--- config.mk ---
export PLATFORM = sky130hd
export DESIGN_NAME = sla_queue
export DESIGN_NICKNAME = d
export VERILOG_FILES = /design/src/sla_queue.sv
export SDC_FILE = /design/constraint.sdc
export NUM_CORES = 1
export LEC_CHECK = 0
export BUFFER_PORTS_ARGS = -buffer_cell sky130_fd_sc_hd__buf_2
export CAP_MARGIN = 0
export CORE_ASPECT_RATIO = 0.75
export CORE_MARGIN = 1
export CORE_UTILIZATION = 35
export DETAILED_ROUTE_END_ITERATION = 6
export PLACE_DENSITY = 0.62
export SYNTH_ARGS = -nofsm -noshare
export SYNTH_HDL_FRONTEND = slang
export SYNTH_SLANG_ARGS = --single-unit
export TNS_END_PERCENT = 20
--- constraint.sdc ---
create_clock -name clock -period 1.9 [get_ports clock]
set_input_delay 0.475 -clock clock [delete_from_list [all_inputs] [get_ports clock]]
set_output_delay 0.475 -clock clock [all_outputs]
set_load 0.02 [all_outputs]
--- src/sla_queue.sv ---
// Short FIFO between the front (accept) and back (execute) parts.
module sla_queue #(
   parameter int WIDTH = 8,
   parameter int DEPTH = 4
) (
   input  logic             clock,
   input  logic             reset,
   input  logic             push,
   input  logic [WIDTH-1:0] push_data,
   input  logic             pop,
   output logic             not_empty,
   output logic [WIDTH-1:0] pop_data,
   output logic [$clog2(DEPTH+1)-1:0] fill
);
   localparam int PTR_W = $clog2(DEPTH);

   logic [WIDTH-1:0] slot_ff [DEPTH];
   logic [PTR_W-1:0] wr_ff, wr_in, rd_ff, rd_in;
   logic [$clog2(DEPTH+1)-1:0] cnt_ff, cnt_in;

   // pointer and count update
   always_comb begin
      wr_in  = wr_ff;
      rd_in  = rd_ff;
      cnt_in = cnt_ff;
      if (push) begin
         wr_in = (wr_ff == PTR_W'(DEPTH-1)) ? '0 : wr_ff + 1'b1;
      end
      if (pop) begin
         rd_in = (rd_ff == PTR_W'(DEPTH-1)) ? '0 : rd_ff + 1'b1;
      end
      if (push && !pop) begin
         cnt_in = cnt_ff + 1'b1;
      end else if (pop && !push) begin
         cnt_in = cnt_ff - 1'b1;
      end
   end

   always_ff @(posedge clock) begin
      if (reset) begin
         wr_ff  <= '0;
         rd_ff  <= '0;
         cnt_ff <= '0;
      end else begin
         wr_ff  <= wr_in;
         rd_ff  <= rd_in;
         cnt_ff <= cnt_in;
      end
      if (push) begin
         slot_ff[wr_ff] <= push_data;
      end
   end

   assign not_empty = (cnt_ff != '0);
   assign pop_data  = slot_ff[rd_ff];
   assign fill      = cnt_ff;

   no_pop_empty: assert property (@(posedge clock) disable iff (reset)
      pop |-> cnt_ff != '0) else $error("queue popped while empty");
   no_push_full: assert property (@(posedge clock) disable iff (reset)
      (push && !pop) |-> cnt_ff != ($clog2(DEPTH+1))'(DEPTH))
      else $error("queue pushed while full");
endmodule

==> summary by stage <==
Status
The run finished, with violations left. The checks that failed: negative setup slack.

Critical path
The start-to-end type of the worst setup path is flip-flop to primary output. STA classifies the critical path startpoint as a flip-flop. Data on the critical path arrives at its endpoint at 1440 ps. The highest fanout seen on the critical path is 8. The count of buffer and inverter cells on the critical path is 2. Among all stages on the critical path, the largest delay is contributed by mux4_2. The stage delay of the slowest cell on the critical path is 520 ps.

The signal on the critical path passes through buf_12 -> mux4_2 -> buf_6. The sort of element at the end of the critical path is a primary output. For the worst setup path, the data required time is 1420 ps. Among cell families on the critical path, the largest total delay comes from multiplexers.

Detailed routing
The final route contains 813 vias. The number of vias per cell is 4.699. In this run, the number of DRC markers left after iteration 0 of detailed routing was 36.

The final routed wire length divided by cell count is 14.69 um. The number of design rule violations left after detail routing is 0. The count of TritonRoute iterations in the first routing pass is 2. The final layout contains routed wiring with a total length of 2542 um.

In this run the remaining antenna-violating nets after routing total 0.

Floorplanning
The starting density of the core is 0.3786. The chip width is 79.87 um. The die height is 60.40 um. 24 I/O pins were placed. The placeable core region is 4204 um^2. The die area is 4824 um^2. The count of standard-cell rows is 20.

STA
Of the available clock period, the critical path in the final layout requires 1.007. At the pin with the least slew margin, the transition time is 460.7 ps. Derived from the worst setup path, the maximum achievable clock frequency is 0.5227 GHz. Setup violations remaining at the end of the flow were counted as 7. Setup repair after global routing could not meet its margin everywhere. On the final layout, the worst clock skew is 4.020 ps. The final worst setup slack is -13.30 ps. The max-slew violation count came to 0.

The final critical-path required period is 1913 ps. Headroom to the max-slew limit came out at 0.6929. The count of endpoints failing hold in the final timing report was 0. The worst-case hold slack is 401.6 ps.

Placement
At the end of routability-driven placement, the weighted congestion stood at 0.7762. The HPWL after detailed placement is 1787 um. The total placed cells including tap cells is 165. Before CTS, the worst setup slack after placement is -67.33 ps. The number of buffer cells added on primary ports is 23.

Clock network
The clock net in this run drives a total of 41 sinks. TritonCTS built the clock tree. At the later pin of the worst-skew pair, clock insertion delay measures 290 ps. Clock-pin slew was measured on the worst setup and hold paths at 80 ps. The master cell of the clock root buffer is clkbuf_8. The H-tree was split into 2 levels.

No sink is reached through more buffers than the 2 on the longest clock path. The total CTS buffers is 5.

Flow run
Max-cap violations in this run came to 0.

Finish
The share of cells above drive strength 1 is 0.3729. Measured on the finished design, the core utilization comes to 0.4607. The number of cells in the finished layout apart from fillers is 173.

The number of antenna diodes in the final layout is 0. The area added between synthesis and finish is 21.70%. In the final design database the tool counted 136 nets.

Global route
The number of antenna violations at the first check in global routing came to 0. For this run, the total global-route usage over all layers was measured as 0.1202. The maximum number of pins on one net before global-route repair is 15. After global routing the overflow that remains totals 0. The number of global-route vias before repair was 862.

The first global-routing pass estimated 3988 um of wire.

Logic synthesis
The fraction of post-synthesis cell area in the top cell type by area is 0.6038. In the synthesized netlist the async set-or-reset flop fraction comes to 0. Sorting the synthesized cells by how often they occur yields 32 x edfxtp_1, 9 x dfxtp_1, 8 x mux4_2. In this run the cell area of the synthesized design comes to 1592 um^2.

Synthesis inferred 41 register bits. The instance count of the mapped netlist is 85. By instance count, the leading cell after synthesis is edfxtp_1. Counting flops with a built-in enable in the synthesized netlist gives 32. The net count of the mapped netlist is 104. The cell taking the most area after synthesis is edfxtp_1. The distinct cell type count after synthesis is 16. For this run, the register share of the synthesized area comes to 0.7170. The number of synthesis warnings is 0.

By area the synthesized netlist is led by edfxtp_1 60%, dfxtp_1 11%, mux4_2 11%, ha_1 4.7%, mux2i_1 2.5%. The dominant register cell in the synthesized netlist is edfxtp_1. The average instance in the mapped netlist occupies 18.72 um^2.

Min path
The tightest min-delay check is of the input port to flip-flop type.

Power and ir drop
The worst vdd rail ir drop is 344.2 uV. Power comes to 2012 uW. For this design the ratio of total power to cell area is 1039 nW/um^2. The leakage power of the design is 0.0007282 uW.
-- stage by stage --
stage / TNS, ps / cell area [um^2]
CTS: -272.8 / 1937
floorplan: 0 / 1592
global placement: 0 / 1802
finish: -57.03 / 1937
global route: -453.5 / 1937
detailed placement: -67.33 / 1802
-- state kept, by name (all words and copies together), names as in the netlist, named ones only --
name     count
fill         3
rd_ff        2
slot_ff     32
wr_ff        2
-- layout make-up --
cell class,instances,area [um^2]
multi-input combinational,38,419.2
inverter,4,15.01
fill,365,2267
sequential,41,1142
timing repair buffer,27,176.4
clock buffer,5,68.82
tap,55,68.82
clock inverter,3,46.29
-- layer usage --
metal	global-route usage	share of wire
met1	0.1373	0.43
met2	0.1941	0.49
met3	0.04812	0.065
met4	0.07398	0.021
met5	0	0
-- layout by cell type, fill, tap and decap left out, drive strengths merged, types with 2 or more instances in the layout --
cell type / instances
edfxtp: 32
buf: 27
xor2: 2
inv: 4
mux4: 8
dfxtp: 9
ha: 6
or3: 2
clkbuf: 5
and2: 4
nor2: 7
mux2i: 4
a21oi: 2
-- worst paths after layout --
check,from,endpoint,slack [ps],depth (start not counted)
max reg2reg,fill[0]$_SDFFE_PP0P_,fill[2]$_SDFFE_PP0P_,430,4
min reg2reg,fill[2]$_SDFFE_PP0P_,fill[2]$_SDFFE_PP0P_,510,2
max,flip-flop,pop_data[7],-10,3
min,push_data[6],slot_ff[0][6]$_DFFE_PP_,400,1
-- kinds of logic (layout without fill, tap and decap cells) --
kind of cell,count (synthesis),count (layout),share of synthesized area
flops,41,41,0.7170
simple gates,14,14,0.04481
mux,12,12,0.1384
fa+ha+maj,7,7,0.05975
buf+inv,6,39,0.01965
compound gates,3,3,0.009431
xor+xnor,2,2,0.01101
-- power breakdown --
group / internal [uW] / switching [uW] / total [uW]
registers: 1020 / 32.1 / 1050
logic: 124 / 149 / 273
clock network: 393 / 294 / 687
-- what timing repair did --
action	CTS	global route
setup buffers	0	0
setup endpoints to repair	8	8
gates resized for setup	7	0
hold buffers	0	0
Power figures use the tool's default switching activity.
